==> src/design/sms_notice_byte_parser_defines.svh <==
// Assertion macros used by the parser's top-level RTL.
`ifndef SMS_NOTICE_BYTE_PARSER_DEFINES_SVH
`define SMS_NOTICE_BYTE_PARSER_DEFINES_SVH

// Condition a implies condition b in the same cycle.
`define SNBP_ASSERT_SAME(label, a, b) \
  label: assert property (@(posedge clk) disable iff (rst) (a) |-> (b)) \
    else $error("sms parser check failed");

// Condition a implies condition b in the next cycle.
`define SNBP_ASSERT_NEXT(label, a, b) \
  label: assert property (@(posedge clk) disable iff (rst) (a) |=> (b)) \
    else $error("sms parser check failed");

// Condition c holds at every clock edge out of reset.
`define SNBP_ASSERT_ALWAYS(label, c) \
  label: assert property (@(posedge clk) disable iff (rst) (c)) \
    else $error("sms parser check failed");

`endif

==> src/design/snbp_pkg.sv <==
`default_nettype none
package snbp_pkg;

  localparam int PHONE_LEN  = 13;
  localparam int TEXT_DEPTH = 16;

  localparam int PHONE_CW = $clog2(PHONE_LEN + 1);
  localparam int PHONE_AW = $clog2(PHONE_LEN);
  localparam int TEXT_CW  = $clog2(TEXT_DEPTH + 1);
  localparam int TEXT_AW  = $clog2(TEXT_DEPTH);

  localparam int STRIP_W = 3;

  localparam logic [7:0]         QUOTE_BYTE   = 8'h22;
  localparam logic [7:0]         LF_BYTE      = 8'h0A;
  localparam logic [STRIP_W-1:0] PREFIX_RESET = 3'd3;

  // controller -> datapath
  typedef struct packed {
    logic phone_clear;
    logic phone_write;
    logic text_clear;
    logic text_write;
    logic overflow_set;
    logic finish;
    logic drain_step;
  } ctrl_cmd_t;

  // datapath -> controller
  typedef struct packed {
    logic is_quote;
    logic is_lf;
    logic phone_full;
    logic text_full;
    logic run_empty;
    logic slot_free;
    logic drain_last;
  } dp_status_t;

endpackage
`default_nettype wire

==> src/design/snbp_ctrl.sv <==
`default_nettype none
module snbp_ctrl (
  input  wire logic                clk,
  input  wire logic                rst,
  input  wire logic                in_valid,
  output logic                     in_ready,
  input  wire snbp_pkg::dp_status_t sts,
  output snbp_pkg::ctrl_cmd_t      cmd
);

  typedef enum logic [4:0] {
    ST_WAIT_QUOTE = 5'b00001,
    ST_PHONE      = 5'b00010,
    ST_WAIT_LF    = 5'b00100,
    ST_TEXT       = 5'b01000,
    ST_DRAIN      = 5'b10000
  } state_t;

  state_t state;
  state_t state_next;
  logic   in_fire;

  assign in_ready = (state != ST_DRAIN);
  assign in_fire  = in_valid && in_ready;

  always_comb begin
    state_next = state;
    cmd        = '0;
    case (state)
      ST_WAIT_QUOTE: begin
        if (in_fire && sts.is_quote) begin
          cmd.phone_clear = 1'b1;
          state_next      = ST_PHONE;
        end
      end
      ST_PHONE: begin
        if (in_fire) begin
          if (!sts.phone_full) begin
            cmd.phone_write = 1'b1;
          end else begin
            state_next = ST_WAIT_LF;  // byte after the number is skipped
          end
        end
      end
      ST_WAIT_LF: begin
        if (in_fire && sts.is_lf) begin
          cmd.text_clear = 1'b1;
          state_next     = ST_TEXT;
        end
      end
      ST_TEXT: begin
        if (in_fire) begin
          if (sts.is_lf) begin
            cmd.finish = 1'b1;
            state_next = sts.run_empty ? ST_WAIT_QUOTE : ST_DRAIN;
          end else if (!sts.text_full) begin
            cmd.text_write = 1'b1;
          end else begin
            cmd.overflow_set = 1'b1;
          end
        end
      end
      ST_DRAIN: begin
        if (sts.slot_free) begin
          cmd.drain_step = 1'b1;
          if (sts.drain_last) begin
            state_next = ST_WAIT_QUOTE;
          end
        end
      end
      default: begin
        state_next = ST_WAIT_QUOTE;
      end
    endcase
  end

  always_ff @(posedge clk) begin
    if (rst) begin
      state <= ST_WAIT_QUOTE;
    end else begin
      state <= state_next;
    end
  end

endmodule
`default_nettype wire

==> src/design/snbp_dp.sv <==
`default_nettype none
module snbp_dp (
  input  wire logic                         clk,
  input  wire logic                         rst,
  input  wire logic [7:0]                   rx_byte,
  input  wire logic                         cfg_valid,
  output logic                              cfg_ready,
  input  wire logic [snbp_pkg::STRIP_W-1:0] cfg_data,
  output logic                              out_valid,
  input  wire logic                         out_ready,
  output logic [7:0]                        char_value,
  output logic                              is_message,
  output logic                              truncated,
  output logic                              last,
  input  wire snbp_pkg::ctrl_cmd_t          cmd,
  output snbp_pkg::dp_status_t              sts
);

  localparam int PCW = snbp_pkg::PHONE_CW;
  localparam int PAW = snbp_pkg::PHONE_AW;
  localparam int TCW = snbp_pkg::TEXT_CW;
  localparam int TAW = snbp_pkg::TEXT_AW;

  localparam logic [PCW-1:0] PHONE_END  = PCW'(snbp_pkg::PHONE_LEN);
  localparam logic [PCW-1:0] PHONE_LAST = PCW'(snbp_pkg::PHONE_LEN - 1);
  localparam logic [TCW-1:0] TEXT_END   = TCW'(snbp_pkg::TEXT_DEPTH);

  logic [snbp_pkg::STRIP_W-1:0] prefix_strip;
  logic [PCW-1:0]               phone_count;
  logic [7:0]                   phone_store [snbp_pkg::PHONE_LEN];
  logic [TCW-1:0]               text_count;
  logic [7:0]                   text_store [snbp_pkg::TEXT_DEPTH];
  logic                         overflowed;
  logic [PCW-1:0]               rd_phone;
  logic [TCW-1:0]               rd_text;

  logic [PCW-1:0] strip_ext;
  logic [PCW-1:0] strip_start;
  logic           in_phone_part;
  logic [7:0]     rd_char;

  assign cfg_ready = 1'b1;

  assign strip_ext   = PCW'(prefix_strip);
  assign strip_start = (strip_ext > PHONE_END) ? PHONE_END : strip_ext;

  assign in_phone_part = (rd_phone < PHONE_END);
  assign rd_char = in_phone_part ? phone_store[rd_phone[PAW-1:0]]
                                 : text_store[rd_text[TAW-1:0]];

  always_comb begin
    sts.is_quote   = (rx_byte == snbp_pkg::QUOTE_BYTE);
    sts.is_lf      = (rx_byte == snbp_pkg::LF_BYTE);
    sts.phone_full = (phone_count >= PHONE_END);
    sts.text_full  = (text_count >= TEXT_END);
    // run is empty once the byte before the line feed is dropped
    sts.run_empty  = (strip_start == PHONE_END) && (text_count <= TCW'(1));
    sts.slot_free  = !out_valid || out_ready;
    if (in_phone_part) begin
      sts.drain_last = (rd_phone == PHONE_LAST) && (text_count == '0);
    end else begin
      sts.drain_last = (rd_text == text_count - TCW'(1));
    end
  end

  always_ff @(posedge clk) begin
    if (rst) begin
      prefix_strip <= snbp_pkg::PREFIX_RESET;
      phone_count  <= '0;
      text_count   <= '0;
      overflowed   <= 1'b0;
      out_valid    <= 1'b0;
      rd_phone     <= '0;
      rd_text      <= '0;
    end else begin
      if (cfg_valid && cfg_ready) begin
        prefix_strip <= cfg_data;
      end
      if (cmd.phone_clear) begin
        phone_count <= '0;
      end else if (cmd.phone_write) begin
        phone_count <= phone_count + PCW'(1);
      end
      if (cmd.text_clear) begin
        text_count <= '0;
        overflowed <= 1'b0;
      end else if (cmd.text_write) begin
        text_count <= text_count + TCW'(1);
      end else if (cmd.overflow_set) begin
        overflowed <= 1'b1;
      end else if (cmd.finish) begin
        if (text_count != '0) begin
          text_count <= text_count - TCW'(1);
        end
        rd_phone <= strip_start;
        rd_text  <= '0;
      end
      if (cmd.drain_step) begin
        out_valid <= 1'b1;
        if (in_phone_part) begin
          rd_phone <= rd_phone + PCW'(1);
        end else begin
          rd_text <= rd_text + TCW'(1);
        end
      end else if (out_ready) begin
        out_valid <= 1'b0;
      end
    end
  end

  always_ff @(posedge clk) begin
    if (cmd.phone_write) begin
      phone_store[phone_count[PAW-1:0]] <= rx_byte;
    end
    if (cmd.text_write) begin
      text_store[text_count[TAW-1:0]] <= rx_byte;
    end
    if (cmd.drain_step) begin
      char_value <= rd_char;
      is_message <= !in_phone_part;
      truncated  <= overflowed;
      last       <= sts.drain_last;
    end
  end

endmodule
`default_nettype wire

==> src/design/sms_notice_byte_parser.sv <==
// Channel   | Handshake             | Payload
// ----------+-----------------------+----------------------------------------
// input     | in_valid / in_ready   | rx_byte[7:0]
// output    | out_valid / out_ready | char_value[7:0], is_message, truncated,
//           |                       | last
// config    | cfg_valid / cfg_ready | cfg_data[2:0] (prefix_strip)
//
// Flow: a byte is taken whenever in_ready is high. The closing line feed starts
//   a drain that emits one item per cycle through the output register unless
//   out_ready is low, up to PHONE_LEN + TEXT_DEPTH - 1 items; in_ready is low for the drain.
// Reset: rst is synchronous, active high; clears phase, counters, the
//   overflow flag and the output valid. prefix_strip returns to 3.
// Stalls: out_ready low holds the drain; bytes are taken again once the last
//   item is loaded, even while it still waits in the output register.
`default_nettype none
`include "sms_notice_byte_parser_defines.svh"
module sms_notice_byte_parser (
  input  wire logic                         clk,
  input  wire logic                         rst,
  // received byte stream
  input  wire logic                         in_valid,
  output logic                              in_ready,
  input  wire logic [7:0]                   rx_byte,
  // configuration write
  input  wire logic                         cfg_valid,
  output logic                              cfg_ready,
  input  wire logic [snbp_pkg::STRIP_W-1:0] cfg_data,
  // notice run
  output logic                              out_valid,
  input  wire logic                         out_ready,
  output logic [7:0]                        char_value,
  output logic                              is_message,
  output logic                              truncated,
  output logic                              last
);

  snbp_pkg::ctrl_cmd_t  cmd;
  snbp_pkg::dp_status_t sts;

  // Sequencer: parse phase (quote, phone, line feed, text) plus the drain.
  snbp_ctrl u_ctrl (
    .clk      (clk),
    .rst      (rst),
    .in_valid (in_valid),
    .in_ready (in_ready),
    .sts      (sts),
    .cmd      (cmd)
  );

  // Stores, counters, prefix register and the output register.
  snbp_dp u_dp (
    .clk        (clk),
    .rst        (rst),
    .rx_byte    (rx_byte),
    .cfg_valid  (cfg_valid),
    .cfg_ready  (cfg_ready),
    .cfg_data   (cfg_data),
    .out_valid  (out_valid),
    .out_ready  (out_ready),
    .char_value (char_value),
    .is_message (is_message),
    .truncated  (truncated),
    .last       (last),
    .cmd        (cmd),
    .sts        (sts)
  );

  // no byte is taken while the run is draining
  `SNBP_ASSERT_SAME(a_no_take_in_drain, cmd.drain_step, !in_ready)
  // after the final item is loaded the parser takes bytes again
  `SNBP_ASSERT_NEXT(a_ready_after_last, cmd.drain_step && sts.drain_last, in_ready)
  // at most one store, counter or drain action in any cycle
  `SNBP_ASSERT_ALWAYS(a_one_action, $onehot0({cmd.phone_clear, cmd.phone_write,
    cmd.text_clear, cmd.text_write, cmd.overflow_set, cmd.finish, cmd.drain_step}))

endmodule
`default_nettype wire
==> config.mk <==
export PLATFORM = sky130hd
export DESIGN_NAME = sms_notice_byte_parser
export DESIGN_NICKNAME = d
export VERILOG_FILES = /design/src/design/snbp_pkg.sv /design/src/design/snbp_ctrl.sv /design/src/design/snbp_dp.sv /design/src/design/sms_notice_byte_parser.sv
export VERILOG_INCLUDE_DIRS = /design/src /design/src/design
export SDC_FILE = /design/constraint.sdc
export NUM_CORES = 1
export LEC_CHECK = 0
export BUFFER_PORTS_ARGS = -buffer_cell sky130_fd_sc_hd__buf_4
export CORE_MARGIN = 8
export CORE_UTILIZATION = 33
export CTS_BUF_LIST = sky130_fd_sc_hd__clkbuf_4 sky130_fd_sc_hd__clkbuf_8 sky130_fd_sc_hd__clkbuf_16
export CTS_CLUSTER_SIZE = 14
export DETAILED_ROUTE_END_ITERATION = 8
export PLACE_DENSITY_LB_ADDON = 0.12
export SYNTH_ARGS = -nofsm -noshare
export SYNTH_HDL_FRONTEND = slang
export SYNTH_SLANG_ARGS = --single-unit
==> constraint.sdc <==
create_clock -name clk -period 4.8 [get_ports clk]
set_input_delay 0.72 -clock clk [delete_from_list [all_inputs] [get_ports clk]]
set_output_delay 0.72 -clock clk [all_outputs]
set_load 0.03 [all_outputs]
* Yosys cells after proc, flatten, opt, wreduce, memory -nomap -nowiden *
Memory sizes are Yosys's and may differ from the RTL's. A register that Yosys moved wholly into a read port is not among the register bits.
Index checks and enable logic that the tools add are counted.

storage, ports and cells
  bits in registers = 39
  RAM bits = 232
  input port bits = 16
  memories kept = 2

memory list
  memory            depth  bits a word  read ports  clocked after Yosys merged registers in  wr ports  line           text
  u_dp.text_store   16     8            1           1                                        1         snbp_dp.sv:32  logic [7:0] text_store [snbp_pkg::TEXT_DEPTH];
  u_dp.phone_store  13     8            1           1                                        1         snbp_dp.sv:30  logic [7:0] phone_store [snbp_pkg::PHONE_LEN];

cells by class
  add/sub/neg operators = 5
  order comparisons = 5
  equality and inequality tests = 20
  muxes and demuxes = 52
  bitwise operators = 1
  reduce and logical (&&, ||, !) cells = 18

operators by type and width
  operator               number
  $mux W5                19
  $mux W4                9
  $pmux W5 S5            1
  $mux W1                19
  $ne A2 B1 Y1 const B   7
  $add A5 B1 Y5 const B  2
  $add A4 B1 Y4 const B  2
  $eq A4 B4 Y1 const B   2
  $eq A8 B4 Y1 const B   1
  $eq A8 B6 Y1 const B   1
  $mux W8                1
  $reduce_and A8 Y1      1
  $mux W3                2
  $reduce_bool A2 Y1     3
  $eq A5 B1 Y1 const B   1
  $eq A5 B2 Y1 const B   1
  $eq A5 B3 Y1 const B   1
  $eq A5 B4 Y1 const B   1
  $eq A5 B5 Y1           1
  $eq A5 B5 Y1 const B   1
  $ge A5 B5 Y1 const B   1
  $le A5 B1 Y1 const B   1
  $logic_and A1 B1 Y1    5
  $logic_not A5 Y1       1
  14 further kinds       17

* Logic depth before layout (Yosys ltp) *
Gate-level depths: netlist (run 1).

  word-level depth = 12
  depth in mapped cells = 10
  gate-level depth less buffers = 8

* Modules after synthesis *
From an unflattened synthesis (run 1), not the netlist that was laid out.

unflattened totals
  cells, all modules = 689
  area, all modules = 11488.5 um^2

modules (own cells, without submodules)
  module     times used  cells each  area each (um^2)  seq. area each (um^2)
  snbp_dp    1           629         11035.6           7757.4
  snbp_ctrl  1           60          452.9             100.1

* Worst setup path after synthesis (run 1) *
Ideal clock, no wire load.

  path kind = reg2reg
  start = register u_dp.rd_phone[1]
  end = register u_ctrl.state[2]
  setup time = 0.070 ns
  arrival time = 2.607 ns
  required time = 4.730 ns
  slack = 2.123 ns
  stages on the path, launching flop included = 11
  buffers on the path = 2
  cells stage by stage = dfxtp_1 -> clkbuf_1 -> clkbuf_1 -> inv_1 -> ha_1 -> nand3b_1 -> clkinv_1 -> nand4_1 -> o31a_4 -> or3_1 -> a21oi_1

on the way
  longest elaborated chain between the ends = 5

ends and longest elaborated chain
  element                                                               line             text
  start: declaration                                                    snbp_dp.sv:34    logic [PCW-1:0] rd_phone;
  start signal: assignment                                              snbp_dp.sv:95    rd_phone <= strip_start;
  start signal: assignment                                              snbp_dp.sv:101   rd_phone <= rd_phone + PCW'(1);
  parallel branches: the longest is 2 deep, another holds $lt A4 B4 Y1  --
  $mux W1 (*)                                                           snbp_dp.sv:59    if (in_phone_part) begin
  $ne A2 B2 Y1 (no source line) (*)                                     --
  $reduce_and A8 Y1 (no source line) (*)                                --
  end signal: assignment                                                snbp_ctrl.sv:81  state <= state_next;
  end: declaration                                                      snbp_ctrl.sv:19  state_t state;

Every way passes the cells marked *.
A chain may end at the register's enable or synchronous reset.

* Worst setup path after layout (run 1) *
  start = register u_dp.rd_phone[3]
  end = register u_ctrl.state[1]

The elaborated chain is that of the path after synthesis.

==> run_results.csv, run 1 <==
group,metric,value,unit
status,status,"completed",
cts,clkLatencyLatePin,0.56,ns
cts,numClockSinks,271,
synthesis,synth_top_area_share,0.652,
route,viasPerCell,5.09,
sta,fin_crit_sh,0.658,
layout,n_antenna_cell,0,
sta,slew_headroom,0.110,
global_route,grt_pass1_vias,6136,
global_route,grt_usage,0.130,
route,drt_pass1_iterations,5,
sta,hold_violations,0,
critical_path,crit_type,"flip-flop to flip-flop",
floorplanning,die_w,200,um
job,drv_cap,0,
synthesis,ys_seq_area_frac,0.702,
place,place_area,11900,um^2
floorplanning,dieArea,40100,um^2
global_route,antenna_found_initial,0,
synthesis,synthTopCellsByCount,"edfxtp_1 (243), mux4_2 (59), nor2_1 (35)",
critical_path,path_cells,"nand3b_1 > clkinv_1 > nand4_1 > o31a_4 > nor3b_2 > o21ba_2",
place,gp_congestion,0.784,
cts,cts_setup_buffers,0,
route,ant_nets,0,
place,dp_slack,1.60,ns
synthesis,synthTopCellsByArea,"edfxtp_1 (65%), mux4_2 (12%), dfxtp_1 (5.0%)",
synthesis,synth_top_area_cell,"edfxtp_1",
critical_path,max_stage_delay,1.05,ns
route,drc_errors,0,
layout,drive_gt1_frac,0.246,
critical_path,end_kind,"flip-flop",
synthesis,synth_cells,635,
layout,area_growth,15.3,%
sta,rsz0062_at_grt,"no",
sta,slew_violations,0,
sta,finalSetupTns,0,ns
synthesis,synth_edf_count,243,
floorplanning,fp-row-count,67,
synthesis,ys_types,61,
critical_path,slowest_stage,"dfxtp_1",
global_route,grt_overflow,0,
synthesis,ys_seq_elements,271,
sta,timing.fmax,316,MHz
synthesis,synthesis.area,11200,um^2
sta,period_minus_slack,3.16,ns
route,via_count,5796,
synthesis,synth_fp_nets,665,
layout,final_cells,1138,
layout,postLayoutCellArea,12900,um^2
synthesis,synthFlopType,"edfxtp_1",
cts,numCtsBuffers,30,
floorplanning,core_area,33400,um^2
sta,setup_viol,0,
floorplanning,io_pins,30,
route,post_drt_wl_per_cell,23.3,um
power,leakagePower,4.02,nW
synthesis,async_reset_ff_frac,0,
route,drt_iter0_drc,425,
critical_path,arrival,3.67,ns
critical_path,path_max_fanout,26,
cts,clockRootBuffer,"clkbuf_16",
cts,cts_tree,"done",
synthesis,yosysWarnings,0,
place,io_buffers,28,
critical_path,critPathLaunchType,"flip-flop",
synthesis,synth_area_per_cell,17.6,um^2
power,pwr_density_cell,397,nW/um^2
cts,clk_pin_slew_worst_paths,0.06,ns
floorplanning,initial_core_util,0.335,
power,ir_drop,272,uV
cts,max-clock-path-buffers,3,
place,dp_hpwl,16.7,mm
place,dpl.cell_count,1082,
critical_path,required,5.31,ns
route,routed_wl,26.5,mm
sta,fin_skew,0.0333,ns
worst_hold_path,hold_path_class,"input port to flip-flop",
floorplanning,die_h,200,um
synthesis,synth_most_common_cell,"edfxtp_1",
global_route,grt_start_max_net_pins,34,
global_route,grt_pass1_wl,39.9,mm
sta,setup_slack,1.64,ns
sta,worst_slew_pin_slew,1.32,ns
layout,final_nets,697,
cts,cts_hold_buf,0,
cts,cts_max_level,1,
cts,cts_resized,0,
[stage by stage]
stage          hold slack, ns  total power, mW   util
2_1_floorplan           0.409             2.71      -
3_3_place_gp            0.432             2.77  0.354
3_5_place_dp            0.427             2.78  0.354
4_1_cts                 0.336             5.17  0.386
5_1_grt                 0.343             5.27  0.386
6_report                0.368             5.12  0.386
[final cells by class]
cell class                      instances  area [um^2]
Clock inverter                         16          198
Clock buffer                           39          856
Inverter                               12         45.0
Tap cell                              448          561
Sequential cell                       271         7860
Multi-Input combinational cell        315         3110
Fill cell                            3047        20500
Timing Repair Buffer                   37          275
[cell usage in the layout, fill, tap and decap left out, drive strengths merged, types with 5 or more instances in the layout]
cell / instances
clkinv: 11
edfxtp: 243
ha: 14
nand4: 6
nor3: 19
mux2i: 12
nand2b: 5
inv: 11
nand3: 5
a211oi: 8
nand2: 21
mux4: 59
a221oi: 7
a21oi: 11
dfxtp: 28
mux2: 8
nor2b: 9
o21ai: 15
and4: 5
nor2: 35
buf: 37
xor2: 10
clkbuf: 39
[path summary, 6_finish.rpt]
path                    startpoint              endpoint  slack, ns  depth (start not counted)
hold / removal         cfg_data[0]  u_dp.prefix_strip[0]       0.37                          2
hold reg to reg    u_dp.overflowed        u_dp.truncated       0.44                          0
setup reg to reg  u_dp.rd_phone[3]       u_ctrl.state[1]       1.64                          6
setup / recovery  u_dp.rd_phone[3]       u_ctrl.state[1]       1.64                          6
[critical path: cells and delay by family, from the launching register on]
kind | cells | cell delay (ns)
DFF | 1 | 1.05
AOI/OAI and AO/OA | 2 | 0.58
and+or+nand+nor | 3 | 1.10
buffers and inverters | 1 | 0.37
[cells by family after synthesis]
family | synth area share
flops | 0.702
fa+ha+maj | 0.0156
xor+xnor | 0.0110
other cells | 0.000335
compound gates | 0.0489
mux | 0.137
buf+inv | 0.0210
simple gates | 0.0639
[power breakdown]
part,switching (mW),internal [mW],leakage [nW]
logic,0.0903,0.0505,1.10
registers,0.0124,2.57,2.40
clock network,0.925,1.47,0.521
total,1.03,4.09,4.02
[registers in the layout, indices dropped and copies added (netlist names)]
register,flops
u_dp.text_store,128
u_dp.phone_store,104
u_dp.char_value,8
u_ctrl.state,5
u_dp.rd_text,5
u_dp.text_count,5
u_dp.phone_count,4
u_dp.rd_phone,4
u_dp.prefix_strip,3
u_dp.is_message,1
u_dp.last,1
u_dp.out_valid,1
u_dp.overflowed,1
u_dp.truncated,1
[per-layer routing]
metal | up-vias | GRT usage | share of wire
met1 | 3032 | 0.163 | 0.43
met4 | 0 | 0.0336 | 0.024
li1 | 2621 | - | -
met3 | 39 | 0.0169 | 0.027
met5 | - | 0 | 0
met2 | 104 | 0.232 | 0.52
(Power assumes the default switching activity.)
==> run 2: changes to the inputs <==
- ABC_AREA: not set -> 1
- clock period: 4.8 -> 2.5 ns (I/O delays scaled with it)
==> run 2 against run 1 <==
  * Non-clock buffer count rose by 41
  * Die area grew 2.3%
  * Via count is 31% higher
  * Global-route usage increased by 2.1 points
  * Sequential power rose by 97%
  * Critical endpoint is now u_dp.text_store[1][1]
  * Largest cell class unchanged
  * Largest power group unchanged
  * Highest routed layer unchanged
==> run_results.csv, run 2 <==
group,metric,value,unit
cts,cts_setup_buffers,0,
synthesis,synth_area_per_cell,11.6,um^2
synthesis,synth_top_area_cell,"edfxtp_1",
global_route,grt_overflow,0,
route,drt_pass1_iterations,5,
layout,multi_input_area,3150,um^2
job,drv_cap,0,
critical_path,path_max_fanout,8,
critical_path,crit_type,"flip-flop to flip-flop",
cts,cts_tree,"done",
route,viasPerCell,4.97,
cts,cts_max_level,1,
cts,cts_hold_buf,0,
synthesis,yosysWarnings,0,
synthesis,synthFlopType,"edfxtp_1",
global_route,antenna_found_initial,0,
sta,finalSetupTns,0,ns
place,place_area,12400,um^2
cts,clkLatencyLatePin,0.55,ns
sta,rsz0062_at_grt,"no",
global_route,grt_start_max_net_pins,68,
synthesis,synth_fp_nets,1020,
synthesis,ys_types,42,
critical_path,r2r_start,"u_ctrl.state[0]",
layout,nFillCells,3375,
sta,fin_skew,0.00891,ns
sta,hold_violations,0,
critical_path,critPathTopFamily,"simple AND/OR/NAND/NOR gates",
place,dpl.cell_count,1475,
critical_path,crit_buf_inv,1,
layout,final_cells,1532,
power,seqPwrFrac,0.474,
route,drc_errors,0,
route,ant_nets,0,
synthesis,synth_cells,990,
power,p_total,10.7,mW
floorplanning,die_w,203,um
floorplanning,dieArea,41000,um^2
synthesis,ys_seq_area_frac,0.684,
layout,area_growth,17.7,%
floorplanning,io_pins,30,
synthesis,ys_seq_elements,271,
cts,clk_pin_slew_worst_paths,0.06,ns
sta,setup_viol,0,
critical_path,required,2.68,ns
cts,numCtsBuffers,30,
critical_path,slowest_stage,"nor2_1",
layout,largest_reg_flops,128,
power,p_sw,2.45,mW
cts,clockRootBuffer,"clkbuf_16",
sta,timing.fmax,453,MHz
worst_hold_path,holdCritStartpoint,"cfg_data[1]",
power,ir_drop,535,uV
synthesis,synthesis.area,11500,um^2
route,via_count,7607,
route,post_drt_wl_per_cell,20.5,um
sta,slew_violations,0,
worst_hold_path,hold_path_class,"input port to flip-flop",
global_route,grt_pass1_wl,47.8,mm
sta,fin_hold_ws,0.0349,ns
power,pwr_density_cell,792,nW/um^2
status,status,"completed",
floorplanning,core_area,34400,um^2
place,dp_hpwl,20.4,mm
layout,layout_common_cells,"edfxtp_1 (243), nor2_1 (189), o21ai_0 (130), nand2_1 (90), buf_4 (75)",
cts,cts_resized,0,
synthesis,synthTopCellsByArea,"edfxtp_1 (64%), nor2_1 (6.2%), o21ai_0 (5.7%)",
power,p_sw_frac,0.229,
power,intPower,8.25,mW
critical_path,end_kind,"flip-flop",
route,routed_wl,31.5,mm
global_route,grt_usage,0.151,
cts,max-clock-path-buffers,3,
layout,layout_commonest_cell,"edfxtp_1",
cts,numClockSinks,271,
layout,drive_gt1_frac,0.156,
critical_path,arrival,2.38,ns
power,leakagePower,4.81,nW
sta,worst_slew_pin_slew,0.765,ns
power,power_frac_clock,0.439,
synthesis,synthTopCellsByCount,"edfxtp_1 (243), nor2_1 (189), o21ai_0 (130)",
place,gp_congestion,0.806,
power,combinationalPowerShare,0.088,
synthesis,synth_edf_count,243,
sta,fin_crit_sh,0.883,
sta,slew_headroom,0.488,
place,io_buffers,28,
layout,final_nets,1082,
global_route,grt_pass1_vias,7694,
critical_path,max_stage_delay,0.61,ns
layout,seqCellArea,7860,um^2
critical_path,path_cells,"nor2_4 > nand4_4 > inv_2 > nand3_4 > nor2_8 > nand2_1 > nor2_1",
floorplanning,fp-row-count,68,
synthesis,synth_most_common_cell,"edfxtp_1",
critical_path,critPathLaunchType,"flip-flop",
synthesis,async_reset_ff_frac,0,
critical_path,crit_path_start,"u_ctrl.state[0]",
floorplanning,die_h,203,um
layout,postLayoutCellArea,13500,um^2
route,drt_iter0_drc,450,
synthesis,synth_top_area_share,0.636,
floorplanning,initial_core_util,0.334,
sta,period_minus_slack,2.21,ns
-- run 2: area by class of cell --
cell class              count  share of cell area
flip-flops and latches    271               0.582
multi-input cells         608               0.233
clock buffers              37              0.0607
repair buffers             78              0.0461
well taps                 455              0.0421
inverters                  63              0.0181
clock inverters            19              0.0180
diodes                      1            0.000185
-- run 2: worst reg2reg max path, cell delays in order, from the launching register on --
cell	delay, ns
dfxtp_1	0.34
nor2_4	0.18
nand4_4	0.13
inv_2	0.11
nand3_4	0.14
nor2_8	0.15
nand2_1	0.16
nor2_1	0.61
-- run 2: final timing paths --
path,slack (ns),end,cells past startpoint
min,0.03,u_dp.prefix_strip[1],3
min reg2reg,0.44,u_dp.truncated,0
max,0.29,u_dp.text_store[1][1],7
max reg2reg,0.29,u_dp.text_store[1][1],7
-- run 2: kinds of logic after synthesis --
kind of cell / synth area share
AOI/OAI and AO/OA: 0.121
xor gates and xnor gates: 0.00458
muxes: 0.00174
DFF: 0.684
other: 0.000327
buffers and inverters: 0.0412
and+or+nand+nor: 0.132
adders and majority gates: 0.0153
-- run 2: per-stage QoR --
| stage | worst slack (ns) | util |
|---|---|---|
| CTS | 0.265 | 0.393 |
| detailed placement | 0.0361 | 0.362 |
| finish | 0.292 | 0.393 |
| floorplan | 0.555 | - |
| global route | 0.103 | 0.393 |
| global placement | 0.0641 | 0.362 |
-- run 2: power groups by stage --
stage          Sequential [mW]  Combinational, mW  Clock (mW)
6_report                  5.07              0.937        4.69
5_1_grt                   5.08               1.05        4.96
4_1_cts                   5.07              0.948        4.81
3_5_place_dp              5.17              0.946           0
3_3_place_gp              5.16              0.949           0
2_1_floorplan             5.16              0.620           0
-- run 2: per-layer routing --
metal  GRT usage  up-vias  wire [um]
met3      0.0180       52       1110
met4      0.0414        0        797
met1       0.203     3730      14600
li1            -     3669          -
met2       0.254      156      15000
met5           0        -          0
==> run 3: changes to the inputs <==
- CORE_UTILIZATION: 33 -> 56
==> run 3 against run 2 <==
  * Worst hold slack better by 0.011 ns
  * Wire length fell by 12%
  * Combinational power shrank 2.8%
  * Critical endpoint is now u_dp.phone_store[12][4]
  * Largest power group unchanged
==> run_results.csv, run 3 (synthesized netlist as in run 2, its figures left out) <==
group,metric,value,unit
status,status,"completed",
layout,multi_input_area,3150,um^2
power,seqPwrFrac,0.506,
critical_path,max_stage_delay,0.39,ns
route,post_drt_wl_per_cell,20.6,um
critical_path,required,2.75,ns
cts,clkLatencyLatePin,0.54,ns
critical_path,path_max_fanout,8,
route,via_count,7736,
global_route,grt_overflow,0,
cts,cts_max_level,1,
sta,rsz0062_at_grt,"no",
critical_path,crit_type,"flip-flop to flip-flop",
critical_path,critPathLaunchType,"flip-flop",
layout,layout_commonest_cell,"edfxtp_1",
layout,final_nets,1081,
critical_path,arrival,2.35,ns
floorplanning,core_area,20200,um^2
layout,largest_reg_flops,128,
cts,clockRootBuffer,"clkbuf_16",
power,ir_drop,686,uV
cts,cts_setup_buffers,0,
worst_hold_path,hold_path_class,"input port to flip-flop",
layout,drive_gt1_frac,0.153,
cts,cts_tree,"done",
power,combinationalPowerShare,0.091,
floorplanning,dieArea,25300,um^2
sta,timing.fmax,477,MHz
power,p_sw_frac,0.232,
power,p_total,10.0,mW
route,routed_wl,27.6,mm
critical_path,path_cells,"inv_1 > ha_1 > inv_1 > a21oi_1 > nor2_1 > nand2_1 > inv_1 > nand2_1 > nor2_1 > buf_4",
cts,max-clock-path-buffers,3,
layout,n_antenna_cell,0,
sta,hold_violations,0,
route,drt_iter0_drc,898,
cts,numCtsBuffers,27,
power,intPower,7.69,mW
floorplanning,initial_core_util,0.569,
sta,worst_slew_pin_slew,0.715,ns
route,drt_pass1_iterations,6,
route,ant_nets,0,
global_route,grt_pass1_vias,7655,
route,viasPerCell,5.77,
global_route,grt_pass1_wl,43.2,mm
cts,clk_pin_slew_worst_paths,0.06,ns
place,io_buffers,28,
cts,cts_hold_buf,0,
cts,numClockSinks,271,
critical_path,end_kind,"flip-flop",
place,gp_congestion,0.887,
floorplanning,fp-row-count,52,
cts,cts_resized,0,
layout,layout_common_cells,"edfxtp_1 (243), nor2_1 (189), o21ai_0 (130), nand2_1 (90), buf_4 (75)",
layout,final_cells,1341,
power,leakagePower,4.75,nW
place,dpl.cell_count,1292,
power,p_sw,2.32,mW
sta,finalSetupTns,0,ns
sta,fin_hold_ws,0.0459,ns
power,power_frac_clock,0.403,
sta,fin_crit_sh,0.838,
job,drv_cap,0,
place,dp_hpwl,17.7,mm
critical_path,critPathTopFamily,"simple AND/OR/NAND/NOR gates",
critical_path,slowest_stage,"dfxtp_1",
global_route,grt_usage,0.216,
global_route,antenna_found_initial,0,
critical_path,crit_buf_inv,4,
floorplanning,io_pins,30,
critical_path,crit_top_cell,"inv_1",
layout,seqCellArea,7860,um^2
power,pwr_density_cell,762,nW/um^2
sta,slew_headroom,0.522,
sta,slew_violations,0,
layout,area_growth,14.5,%
layout,nFillCells,1612,
sta,fin_skew,0.0148,ns
sta,period_minus_slack,2.10,ns
floorplanning,die_h,159,um
floorplanning,die_w,159,um
sta,setup_viol,0,
global_route,grt_start_max_net_pins,68,
route,drc_errors,0,
==> run 3: worst paths after layout <==
kind / to / depth (start not counted) / slack [ns] / start
worst max register to register: u_dp.phone_store[12][4] / 10 / 0.40 / u_dp.phone_count[1]
worst max-delay path: u_dp.phone_store[12][4] / 10 / 0.40 / u_dp.phone_count[1]
worst min register to register: u_dp.truncated / 0 / 0.44 / u_dp.overflowed
worst min-delay path: u_dp.prefix_strip[2] / 2 / 0.05 / cfg_valid
==> run 3: layer usage <==
layer / wire (um) / global-route usage / up-vias
li1: - / - / 3654
met1: 11300 / 0.280 / 3712
met2: 13600 / 0.369 / 305
met3: 1780 / 0.0266 / 65
met4: 978 / 0.0798 / 0
met5: 0 / 0 / -
==> run 3: layout make-up <==
type,instances,share of cell area
flip-flops and latches,271,0.598
multi-input cells,608,0.240
clock buffers,35,0.0560
repair buffers,80,0.0505
well taps,270,0.0257
inverters,63,0.0186
clock inverters,14,0.0116
==> run 3: per-stage QoR <==
| step | area [um^2] | utilization | setup slack [ns] |
|---|---|---|---|
| 2_1_floorplan | 11500 | - | 0.555 |
| 3_3_place_gp | 12300 | 0.608 | 0.462 |
| 3_5_place_dp | 12300 | 0.608 | 0.384 |
| 4_1_cts | 13100 | 0.652 | 0.424 |
| 5_1_grt | 13100 | 0.652 | 0.267 |
| 6_report | 13100 | 0.652 | 0.404 |
==> run 3: power by group through the flow <==
stage          Clock [mW]  Sequential, mW  Combinational [mW]
2_1_floorplan           0            5.16               0.620
3_3_place_gp            0            5.16               0.896
3_5_place_dp            0            5.16               0.908
4_1_cts              4.09            5.07               0.911
5_1_grt              4.27            5.07                1.02
6_report             4.04            5.07               0.911
